==> src/design/adsr_pkg.sv <==
`default_nettype none

package adsr_pkg;

    // Field widths
    localparam int unsigned SAMPLE_W = 16;
    localparam int unsigned GAIN_W   = 17;
    localparam int unsigned FRAMES_W = 24;
    localparam int unsigned POS_W    = 26;
    localparam int unsigned CHAN_W   = 2;
    localparam int unsigned CFG_IDX_W  = 3;
    localparam int unsigned CFG_DATA_W = 24;

    // Shared multiplier: gain-sized operand times frame-sized operand
    localparam int unsigned PROD_W = GAIN_W + FRAMES_W;

    localparam logic [GAIN_W-1:0] UNITY_GAIN = 17'd65536;
    localparam logic [POS_W-1:0]  POS_MAX    = 26'h3FF_FFFF;

    // Register indexes
    localparam logic [CFG_IDX_W-1:0] REG_ATTACK  = 3'd0;
    localparam logic [CFG_IDX_W-1:0] REG_DECAY   = 3'd1;
    localparam logic [CFG_IDX_W-1:0] REG_SUSTAIN = 3'd2;
    localparam logic [CFG_IDX_W-1:0] REG_RELEASE = 3'd3;
    localparam logic [CFG_IDX_W-1:0] REG_NOTE    = 3'd4;
    localparam logic [CFG_IDX_W-1:0] REG_CHANNEL = 3'd5;

    typedef struct packed {
        logic                       note_start;
        logic signed [SAMPLE_W-1:0] sample_0;
        logic signed [SAMPLE_W-1:0] sample_1;
    } in_item_t;

    typedef struct packed {
        logic signed [SAMPLE_W-1:0] scaled_0;
        logic signed [SAMPLE_W-1:0] scaled_1;
        logic [GAIN_W-1:0]          gain;
    } out_item_t;

    typedef struct packed {
        logic [FRAMES_W-1:0] attack_frames;
        logic [FRAMES_W-1:0] decay_frames;
        logic [GAIN_W-1:0]   sustain_level;
        logic [FRAMES_W-1:0] release_frames;
        logic [FRAMES_W-1:0] note_frames;
        logic [CHAN_W-1:0]   channel_count;
    } cfg_t;

    typedef enum logic [3:0] {
        S_IDLE,
        S_SUM,
        S_HOLD,
        S_REND,
        S_PICK,
        S_MUL,
        S_DIV_GO,
        S_DIV_WAIT,
        S_SCALE0,
        S_SCALE1,
        S_DONE
    } state_t;

    typedef enum logic [1:0] {
        PH_ATTACK,
        PH_DECAY,
        PH_RELEASE,
        PH_FLAT
    } phase_t;

endpackage

`default_nettype wire

==> src/design/adsr_cfg.sv <==
`default_nettype none

module adsr_cfg (
    input  wire logic                              clk,
    input  wire logic                              rst_n,
    input  wire logic                              wr_en,
    input  wire logic [adsr_pkg::CFG_IDX_W-1:0]    index,
    input  wire logic [adsr_pkg::CFG_DATA_W-1:0]   data,
    output adsr_pkg::cfg_t                         cfg
);
    import adsr_pkg::*;

    cfg_t cfg_reg;
    cfg_t cfg_next;

    // Register decode; unknown indexes are dropped
    always_comb
    begin
        cfg_next = cfg_reg;
        if (wr_en)
        begin
            case (index)
                REG_ATTACK:  cfg_next.attack_frames  = data;
                REG_DECAY:   cfg_next.decay_frames   = data;
                REG_SUSTAIN: cfg_next.sustain_level  = data[GAIN_W-1:0];
                REG_RELEASE: cfg_next.release_frames = data;
                REG_NOTE:    cfg_next.note_frames    = data;
                REG_CHANNEL: cfg_next.channel_count  = data[CHAN_W-1:0];
                default:     cfg_next = cfg_reg;
            endcase
        end
    end

    always_ff @(posedge clk or negedge rst_n)
    begin
        if (!rst_n)
        begin
            cfg_reg.attack_frames  <= '0;
            cfg_reg.decay_frames   <= '0;
            cfg_reg.sustain_level  <= UNITY_GAIN;
            cfg_reg.release_frames <= '0;
            cfg_reg.note_frames    <= '0;
            cfg_reg.channel_count  <= 2'd1;
        end
        else
        begin
            cfg_reg <= cfg_next;
        end
    end

    assign cfg = cfg_reg;

endmodule

`default_nettype wire

==> src/design/adsr_div.sv <==
`default_nettype none

// Restoring divider, one quotient bit per cycle. The caller guarantees that
// the quotient fits in GAIN_W bits and that the divisor is non-zero.
module adsr_div (
    input  wire logic                            clk,
    input  wire logic                            rst_n,
    input  wire logic                            start,
    input  wire logic [adsr_pkg::PROD_W-1:0]     numer,
    input  wire logic [adsr_pkg::FRAMES_W-1:0]   denom,
    output logic                                 done,
    output logic [adsr_pkg::GAIN_W-1:0]          quot
);
    import adsr_pkg::*;

    localparam int unsigned CNT_W = $clog2(GAIN_W + 1);

    logic                busy_reg, busy_next;
    logic                done_reg, done_next;
    logic [CNT_W-1:0]    cnt_reg, cnt_next;
    logic [FRAMES_W-1:0] rem_reg, rem_next;
    logic [GAIN_W-1:0]   lo_reg, lo_next;
    logic [GAIN_W-1:0]   quot_reg, quot_next;
    logic [FRAMES_W-1:0] den_reg, den_next;
    logic [FRAMES_W:0]   trial;
    logic                fits;

    // One trial subtraction per cycle
    assign trial = {rem_reg, lo_reg[GAIN_W-1]};
    assign fits  = trial >= {1'b0, den_reg};

    always_comb
    begin
        busy_next = busy_reg;
        done_next = 1'b0;
        cnt_next  = cnt_reg;
        rem_next  = rem_reg;
        lo_next   = lo_reg;
        quot_next = quot_reg;
        den_next  = den_reg;
        if (start)
        begin
            busy_next = 1'b1;
            cnt_next  = CNT_W'(GAIN_W);
            rem_next  = numer[PROD_W-1:GAIN_W];
            lo_next   = numer[GAIN_W-1:0];
            quot_next = '0;
            den_next  = denom;
        end
        else if (busy_reg)
        begin
            rem_next  = fits ? FRAMES_W'(trial - {1'b0, den_reg}) : trial[FRAMES_W-1:0];
            lo_next   = {lo_reg[GAIN_W-2:0], 1'b0};
            quot_next = {quot_reg[GAIN_W-2:0], fits};
            cnt_next  = cnt_reg - 1'b1;
            if (cnt_reg == CNT_W'(1))
            begin
                busy_next = 1'b0;
                done_next = 1'b1;
            end
        end
    end

    always_ff @(posedge clk or negedge rst_n)
    begin
        if (!rst_n)
        begin
            busy_reg <= 1'b0;
            done_reg <= 1'b0;
            cnt_reg  <= '0;
        end
        else
        begin
            busy_reg <= busy_next;
            done_reg <= done_next;
            cnt_reg  <= cnt_next;
        end
    end

    always_ff @(posedge clk)
    begin
        rem_reg  <= rem_next;
        lo_reg   <= lo_next;
        quot_reg <= quot_next;
        den_reg  <= den_next;
    end

    assign done = done_reg;
    assign quot = quot_reg;

endmodule

`default_nettype wire

==> src/design/adsr_envelope_gain_top.sv <==
`default_nettype none

// Channel  Direction  Handshake          Payload
// in       to block   in_valid/in_stall  in_data   (note_start, sample_0, sample_1)
// out      from block out_valid/out_stall out_data (scaled_0, scaled_1, gain)
// cfg      to block   cfg_wr_en          cfg_index, cfg_data
//
// A frame runs through the states SUM, HOLD, REND and PICK, then MUL, DIV_GO and DIV_WAIT when its gain
// needs a division by the serial divider (attack, decay, release), then SCALE0, SCALE1 and DONE.
// One frame at a time: in_stall is high from transfer until the result is registered.
// The output register lets the next frame be taken while a result waits on out_stall.
// Reset clears the frame position and out_valid, and returns the registers to their defaults.
module adsr_envelope_gain_top (
    input  wire logic                              clk,
    input  wire logic                              rst_n,
    input  wire logic                              in_valid,
    output logic                                   in_stall,
    input  wire adsr_pkg::in_item_t                in_data,
    output logic                                   out_valid,
    input  wire logic                              out_stall,
    output adsr_pkg::out_item_t                    out_data,
    input  wire logic                              cfg_wr_en,
    input  wire logic [adsr_pkg::CFG_IDX_W-1:0]    cfg_index,
    input  wire logic [adsr_pkg::CFG_DATA_W-1:0]   cfg_data
);
    import adsr_pkg::*;

    cfg_t cfg;

    state_t state_reg, state_next;
    phase_t phase_reg, phase_next;

    logic [POS_W-1:0]    pos_reg, pos_next;
    logic [POS_W-1:0]    t_reg, t_next;
    in_item_t            in_reg, in_next;
    logic [FRAMES_W:0]   ad_reg, ad_next;
    logic [FRAMES_W:0]   hold_end_reg, hold_end_next;
    logic [POS_W-1:0]    rel_end_reg, rel_end_next;
    logic [GAIN_W-1:0]   coef_reg, coef_next;
    logic [FRAMES_W-1:0] x_reg, x_next;
    logic [FRAMES_W-1:0] den_reg, den_next;
    logic [GAIN_W-1:0]   gain_reg, gain_next;
    logic [PROD_W-1:0]   prod_reg, prod_next;
    logic [SAMPLE_W-1:0] scaled0_reg, scaled0_next;
    logic                out_valid_reg, out_valid_next;
    out_item_t           out_reg, out_next;

    logic                accept;
    logic                out_free;
    logic [POS_W-1:0]    t_start;
    logic [GAIN_W-1:0]   sus_clamp;
    logic [GAIN_W-1:0]   mul_a;
    logic [FRAMES_W-1:0] mul_b;
    logic [SAMPLE_W-1:0] mag0, mag1;
    logic [SAMPLE_W-1:0] prod_mag;
    logic                div_start;
    logic                div_done;
    logic [GAIN_W-1:0]   div_quot;

    adsr_cfg u_cfg (
        .clk   (clk),
        .rst_n (rst_n),
        .wr_en (cfg_wr_en),
        .index (cfg_index),
        .data  (cfg_data),
        .cfg   (cfg)
    );

    adsr_div u_div (
        .clk   (clk),
        .rst_n (rst_n),
        .start (div_start),
        .numer (prod_reg),
        .denom (den_reg),
        .done  (div_done),
        .quot  (div_quot)
    );

    assign in_stall  = (state_reg != S_IDLE);
    assign accept    = in_valid && !in_stall;
    assign out_free  = !out_valid_reg || !out_stall;
    assign t_start   = in_data.note_start ? '0 : pos_reg;
    assign sus_clamp = (cfg.sustain_level > UNITY_GAIN) ? UNITY_GAIN : cfg.sustain_level;
    assign div_start = (state_reg == S_DIV_GO);

    // Sample magnitudes; the most negative sample maps to 32768
    assign mag0 = in_reg.sample_0[SAMPLE_W-1] ? SAMPLE_W'(-in_reg.sample_0) : in_reg.sample_0;
    assign mag1 = in_reg.sample_1[SAMPLE_W-1] ? SAMPLE_W'(-in_reg.sample_1) : in_reg.sample_1;
    assign prod_mag = prod_reg[SAMPLE_W+15:16];

    // Shared multiplier operand select
    always_comb
    begin
        case (state_reg)
            S_SCALE0:
            begin
                mul_a = gain_reg;
                mul_b = FRAMES_W'(mag0);
            end
            S_SCALE1:
            begin
                mul_a = gain_reg;
                mul_b = FRAMES_W'(mag1);
            end
            default:
            begin
                mul_a = coef_reg;
                mul_b = x_reg;
            end
        endcase
    end

    // Sequencer
    always_comb
    begin
        state_next     = state_reg;
        phase_next     = phase_reg;
        pos_next       = pos_reg;
        t_next         = t_reg;
        in_next        = in_reg;
        ad_next        = ad_reg;
        hold_end_next  = hold_end_reg;
        rel_end_next   = rel_end_reg;
        coef_next      = coef_reg;
        x_next         = x_reg;
        den_next       = den_reg;
        gain_next      = gain_reg;
        prod_next      = prod_reg;
        scaled0_next   = scaled0_reg;
        out_next       = out_reg;
        out_valid_next = out_valid_reg;

        if (out_valid_reg && !out_stall)
        begin
            out_valid_next = 1'b0;
        end

        case (state_reg)
            S_IDLE:
            begin
                if (accept)
                begin
                    in_next    = in_data;
                    t_next     = t_start;
                    pos_next   = (t_start != POS_MAX) ? t_start + 1'b1 : t_start;
                    state_next = S_SUM;
                end
            end
            S_SUM:
            begin
                ad_next    = {1'b0, cfg.attack_frames} + {1'b0, cfg.decay_frames};
                state_next = S_HOLD;
            end
            S_HOLD:
            begin
                hold_end_next = ({1'b0, cfg.note_frames} > ad_reg) ?
                                {1'b0, cfg.note_frames} : ad_reg;
                state_next    = S_REND;
            end
            S_REND:
            begin
                rel_end_next = POS_W'(hold_end_reg) + POS_W'(cfg.release_frames);
                state_next   = S_PICK;
            end
            S_PICK:
            begin
                den_next = cfg.release_frames;
                if (t_reg < POS_W'(cfg.attack_frames))
                begin
                    phase_next = PH_ATTACK;
                    coef_next  = UNITY_GAIN;
                    x_next     = t_reg[FRAMES_W-1:0];
                    den_next   = cfg.attack_frames;
                    state_next = S_MUL;
                end
                else if (t_reg < POS_W'(ad_reg))
                begin
                    phase_next = PH_DECAY;
                    coef_next  = UNITY_GAIN - sus_clamp;
                    x_next     = FRAMES_W'(t_reg - POS_W'(cfg.attack_frames));
                    den_next   = cfg.decay_frames;
                    state_next = S_MUL;
                end
                else if (t_reg < POS_W'(hold_end_reg))
                begin
                    phase_next = PH_FLAT;
                    gain_next  = sus_clamp;
                    state_next = S_SCALE0;
                end
                else if (t_reg < rel_end_reg)
                begin
                    phase_next = PH_RELEASE;
                    coef_next  = sus_clamp;
                    x_next     = FRAMES_W'(rel_end_reg - t_reg);
                    state_next = S_MUL;
                end
                else
                begin
                    phase_next = PH_FLAT;
                    gain_next  = '0;
                    state_next = S_SCALE0;
                end
            end
            S_MUL:
            begin
                prod_next  = mul_a * mul_b;
                state_next = S_DIV_GO;
            end
            S_DIV_GO:
            begin
                state_next = S_DIV_WAIT;
            end
            S_DIV_WAIT:
            begin
                if (div_done)
                begin
                    gain_next  = (phase_reg == PH_DECAY) ? GAIN_W'(UNITY_GAIN - div_quot)
                                                         : div_quot;
                    state_next = S_SCALE0;
                end
            end
            S_SCALE0:
            begin
                prod_next  = mul_a * mul_b;
                state_next = S_SCALE1;
            end
            S_SCALE1:
            begin
                scaled0_next = in_reg.sample_0[SAMPLE_W-1] ? SAMPLE_W'(-prod_mag) : prod_mag;
                prod_next    = mul_a * mul_b;
                state_next   = S_DONE;
            end
            S_DONE:
            begin
                // Hold until the output register is free
                if (out_free)
                begin
                    out_next.scaled_0 = scaled0_reg;
                    if (cfg.channel_count[1])
                    begin
                        out_next.scaled_1 = in_reg.sample_1[SAMPLE_W-1] ?
                                            SAMPLE_W'(-prod_mag) : prod_mag;
                    end
                    else
                    begin
                        out_next.scaled_1 = '0;
                    end
                    out_next.gain  = gain_reg;
                    out_valid_next = 1'b1;
                    state_next     = S_IDLE;
                end
            end
            default:
            begin
                state_next = S_IDLE;
            end
        endcase
    end

    always_ff @(posedge clk or negedge rst_n)
    begin
        if (!rst_n)
        begin
            state_reg     <= S_IDLE;
            pos_reg       <= '0;
            out_valid_reg <= 1'b0;
        end
        else
        begin
            state_reg     <= state_next;
            pos_reg       <= pos_next;
            out_valid_reg <= out_valid_next;
        end
    end

    always_ff @(posedge clk)
    begin
        phase_reg    <= phase_next;
        t_reg        <= t_next;
        in_reg       <= in_next;
        ad_reg       <= ad_next;
        hold_end_reg <= hold_end_next;
        rel_end_reg  <= rel_end_next;
        coef_reg     <= coef_next;
        x_reg        <= x_next;
        den_reg      <= den_next;
        gain_reg     <= gain_next;
        prod_reg     <= prod_next;
        scaled0_reg  <= scaled0_next;
        out_reg      <= out_next;
    end

    assign out_valid = out_valid_reg;
    assign out_data  = out_reg;

endmodule

`default_nettype wire

==> config.mk <==
export PLATFORM = sky130hd
export DESIGN_NAME = adsr_envelope_gain_top
export DESIGN_NICKNAME = d
export VERILOG_FILES = /design/src/design/adsr_pkg.sv /design/src/design/adsr_cfg.sv /design/src/design/adsr_div.sv /design/src/design/adsr_envelope_gain_top.sv
export SDC_FILE = /design/constraint.sdc
export NUM_CORES = 2
export LEC_CHECK = 0
export BUFFER_PORTS_ARGS = -buffer_cell sky130_fd_sc_hd__buf_2
export CAP_MARGIN = 40
export CORE_MARGIN = 10
export CORE_UTILIZATION = 60
export CTS_BUF_LIST = sky130_fd_sc_hd__clkbuf_16
export DETAILED_ROUTE_END_ITERATION = 8
export PLACE_DENSITY = 0.88
export REMOVE_ABC_BUFFERS = 1
export SETUP_SLACK_MARGIN = 0.15
export SKIP_LAST_GASP = 1
export SLEW_MARGIN = 5
export SYNTH_ARGS = -nofsm -noshare
export SYNTH_HDL_FRONTEND = slang
export SYNTH_SLANG_ARGS = --single-unit
==> constraint.sdc <==
create_clock -name clk -period 8.6 [get_ports clk]
set_input_delay 1.29 -clock clk [delete_from_list [all_inputs] [get_ports clk]]
set_output_delay 1.29 -clock clk [all_outputs]
set_load 0.02 [all_outputs]
==> run_results.csv <==
group,metric,value,unit
route,routed_via_density,6.141,
critical_path,worst-r2r-cell-count,31,
critical_path,cp.required,8.95,ns
cts,holdBufCountCts,0,
cts,cts_tree,"built",
sta,max_freq,0.1206,GHz
critical_path,slowest_delay,0.57,ns
cts,cts_max_level,2,
route,initialDrtViolationCount,3813,
cts,clock_latency,0.65,ns
yosys,yosysTopAreaCellShare,0.2656,
critical_path,r2r-start,"in_reg[4]",
route,routed_wl,125700,µm
yosys,synth_warnings,0,
final_layout,syn2layout_area_growth,10.19,%
yosys,synth_seq_cells,558,
placed_design,place_inst,5457,
final_layout,finalNonFillerCells,5581,
cts,cts_max_path_buffers,3,
sta,setup_viol,0,
grt,gr-total-overflow,0,
yosys,ys_types,78,
placed_design,port_buffers,115,
flow_run,drv_cap,0,
critical_path,path_common_cell,"fa_1",
hold_path,hold_depth,0,
yosys,yosysTopAreaCell,"edfxtp_1",
hold_path,hold_end,"u_div.den_reg[3]",
cts,cts_buffers,60,
yosys,synth_enable_flop_cells,389,
yosys,synth_ff_type,"edfxtp_1",
sta,period_needed,8.289,ns
sta,slew_violations,0,
status,status,"finished clean",
placed_design,globalplace.congestion,1.013,
die,dieArea,0.08454,mm²
hold_path,min_path_type,"register to register",
yosys,ys_seq_area_frac,0.3598,
die,die_w,290.8,µm
critical_path,arrival,8.64,ns
route,ant_nets,0,
yosys,synthTopCellsByArea,"edfxtp_1, fa_1, ha_1",
grt,grt_max_degree,85,
critical_path,path_max_fanout,6,
sta,max-slew-margin-rel,0.3594,
critical_path,worst_setup_path_end_kind,"register",
route,wl_per_cell,22.52,µm
die,start_util,0.6039,
die,std_cell_rows,99,
critical_path,setup.worst_path.start_class,"register",
sta,timing.final.crit_share,0.9639,
critical_path,path_class,"register to register",
critical_path,cp_slowest_cell,"fa_1",
final_layout,num-nets-final,5309,
placed_design,dp_hpwl,96700,µm
sta,tightest_slew,0.9508,ns
sta,hold_viol_final,0,
cts,cts-root-buf,"clkbuf_16",
yosys,async_reset_ff_frac,0.2724,
die,core,0.07283,mm²
sta,clock_skew,0.03704,ns
critical_path,rr_endpoint,"prod_reg[40]",
final_layout,layout-drive-gt1-share,0.1069,
cts,clock_sinks,558,
route,vias,34270,
grt,grt_usage,0.2916,
sta,rsz0062_at_grt,"yes",
hold_path,hold_start,"den_reg[3]",
route,drc,0,
grt,grt_antenna_before_repair,7,
grt,grt_pass1_wl,195300,µm
die,io_pins,116,
die,die_h,290.8,µm
grt,grt_pass1_vias,34330,
critical_path,r2r_slack,0.31,ns
cts,cts.clk_slew.worst_paths,0.07,ns
route,firstDrtPassIters,7,
final_layout,largest_register_ffs,114,
yosys,synth.avg_cell_area,9.942,µm²
yosys,postSynthCellCount,4424,
yosys,syn-cell-area,0.04398,mm²
-- per-layer routing --
layer	routed length [µm]	track usage	vias up	share of wire
met5	38	0	-	0.00030
met4	8817	0.1729	6	0.070
met3	12020	0.06062	482	0.096
met2	58450	0.4711	1946	0.47
met1	46370	0.3580	16670	0.37
li1	-	-	15170	-
-- metrics by stage --
stage | setup WS, ns | utilization | setup TNS [ns] | hold WS (ns) | area (µm²)
after global placement | 0.2731 | 0.6331 | 0 | 0.4015 | 46110
final | 0.3107 | 0.6654 | 0 | 0.4157 | 48470
after detailed placement | 0.1346 | 0.6351 | 0 | 0.4063 | 46260
after global routing | 0.05236 | 0.6653 | 0 | 0.4147 | 48460
after floorplan | -0.07470 | - | -0.1571 | 0.4003 | 43380
after CTS | 0.2389 | 0.6628 | 0 | 0.4089 | 48270
-- cell usage in the layout, fill, tap and decap left out, types with 45 or more instances in the layout --
cell and instances:
nand2_1 593, inv_1 586, edfxtp_1 389, ha_1 338
fa_1 334, nor2_1 328, o21ai_0 195, a21oi_1 184
dfrtp_1 151, xnor2_1 138, buf_2 116, mux2_2 115
buf_4 106, a21o_1 90, xor2_1 88, mux2i_1 65
clkbuf_16 63, and3_1 61, nor2b_1 61, nand3_1 45
-- kinds of logic (layout without fill, tap and decap cells) --
family | after synthesis | in the layout | synth area share
AO/OA/AOI/OAI | 727 | 727 | 0.1038
XOR/XNOR | 226 | 226 | 0.04500
adder cells (fa/ha/maj) | 674 | 674 | 0.2487
buffers and inverters | 729 | 925 | 0.06307
flip-flops | 558 | 558 | 0.3598
multiplexers | 181 | 181 | 0.04446
other | 0 | 2 | 0
AND/OR/NAND/NOR | 1329 | 1329 | 0.1351
-- worst max path at each step --
stage,from,end,cells past startpoint,slack [ns]
floorplan,state_reg[2],prod_reg[40],24,-0.07
global placement,in_reg[3],prod_reg[40],30,0.27
detailed placement,in_reg[3],prod_reg[40],30,0.13
CTS,in_reg[3],prod_reg[40],30,0.24
global route,in_reg[5],prod_reg[40],31,0.05
finish,in_reg[4],prod_reg[40],31,0.31
-- cells in the mapped netlist (all sizes together), types with 5 or more instances --
cell type,count
a211o,12
a211oi,36
a21boi,7
a21o,91
a21oi,188
a221oi,5
a31oi,23
and2,34
and3,61
and4,8
buf,22
clkbuf,128
dfrtp,151
dfxtp,17
edfxtp,389
fa,334
ha,340
inv,578
mux2,115
mux2i,66
nand2,598
nand2b,44
nand3,45
nand3b,5
nand4,24
nor2,331
nor2b,61
nor3,49
nor3b,6
nor4,15
nor4b,7
o211ai,9
o21a,38
o21ai,207
o21bai,14
o22ai,14
o31a,10
o31ai,23
o41ai,6
or2,8
or3,25
xnor2,138
xor2,88
-- repair_timing --
item	4_1_cts	5_1_grt
endpoints found under the setup margin	5	8
setup buffers	0	9
resized for setup	3	33
pin swaps	0	7
-- worst max-delay path: cells and delay by family (launching register included) --
kind | cells | cell delay [ns]
muxes | 1 | 0.15
xor gates and xnor gates | 2 | 0.36
buffers and inverters | 5 | 0.42
AOI/OAI and AO/OA | 9 | 1.98
adders and majority gates | 7 | 3.45
and+or+nand+nor | 7 | 1.16
DFF | 1 | 0.49
-- cell type report --
cell class | count | area [µm²]
Clock buffer | 63 | 1577
Antenna cell | 2 | 5.005
Sequential cell | 558 | 15830
Clock inverter | 49 | 421.7
Timing Repair Buffer | 234 | 1630
Inverter | 579 | 2173
Tap cell | 959 | 1200
Fill cell | 5334 | 24370
Multi-Input combinational cell | 3137 | 25630
Power is not shown: default switching activity piles up to over one toggle a cycle in this logic, so the estimate is an artifact.
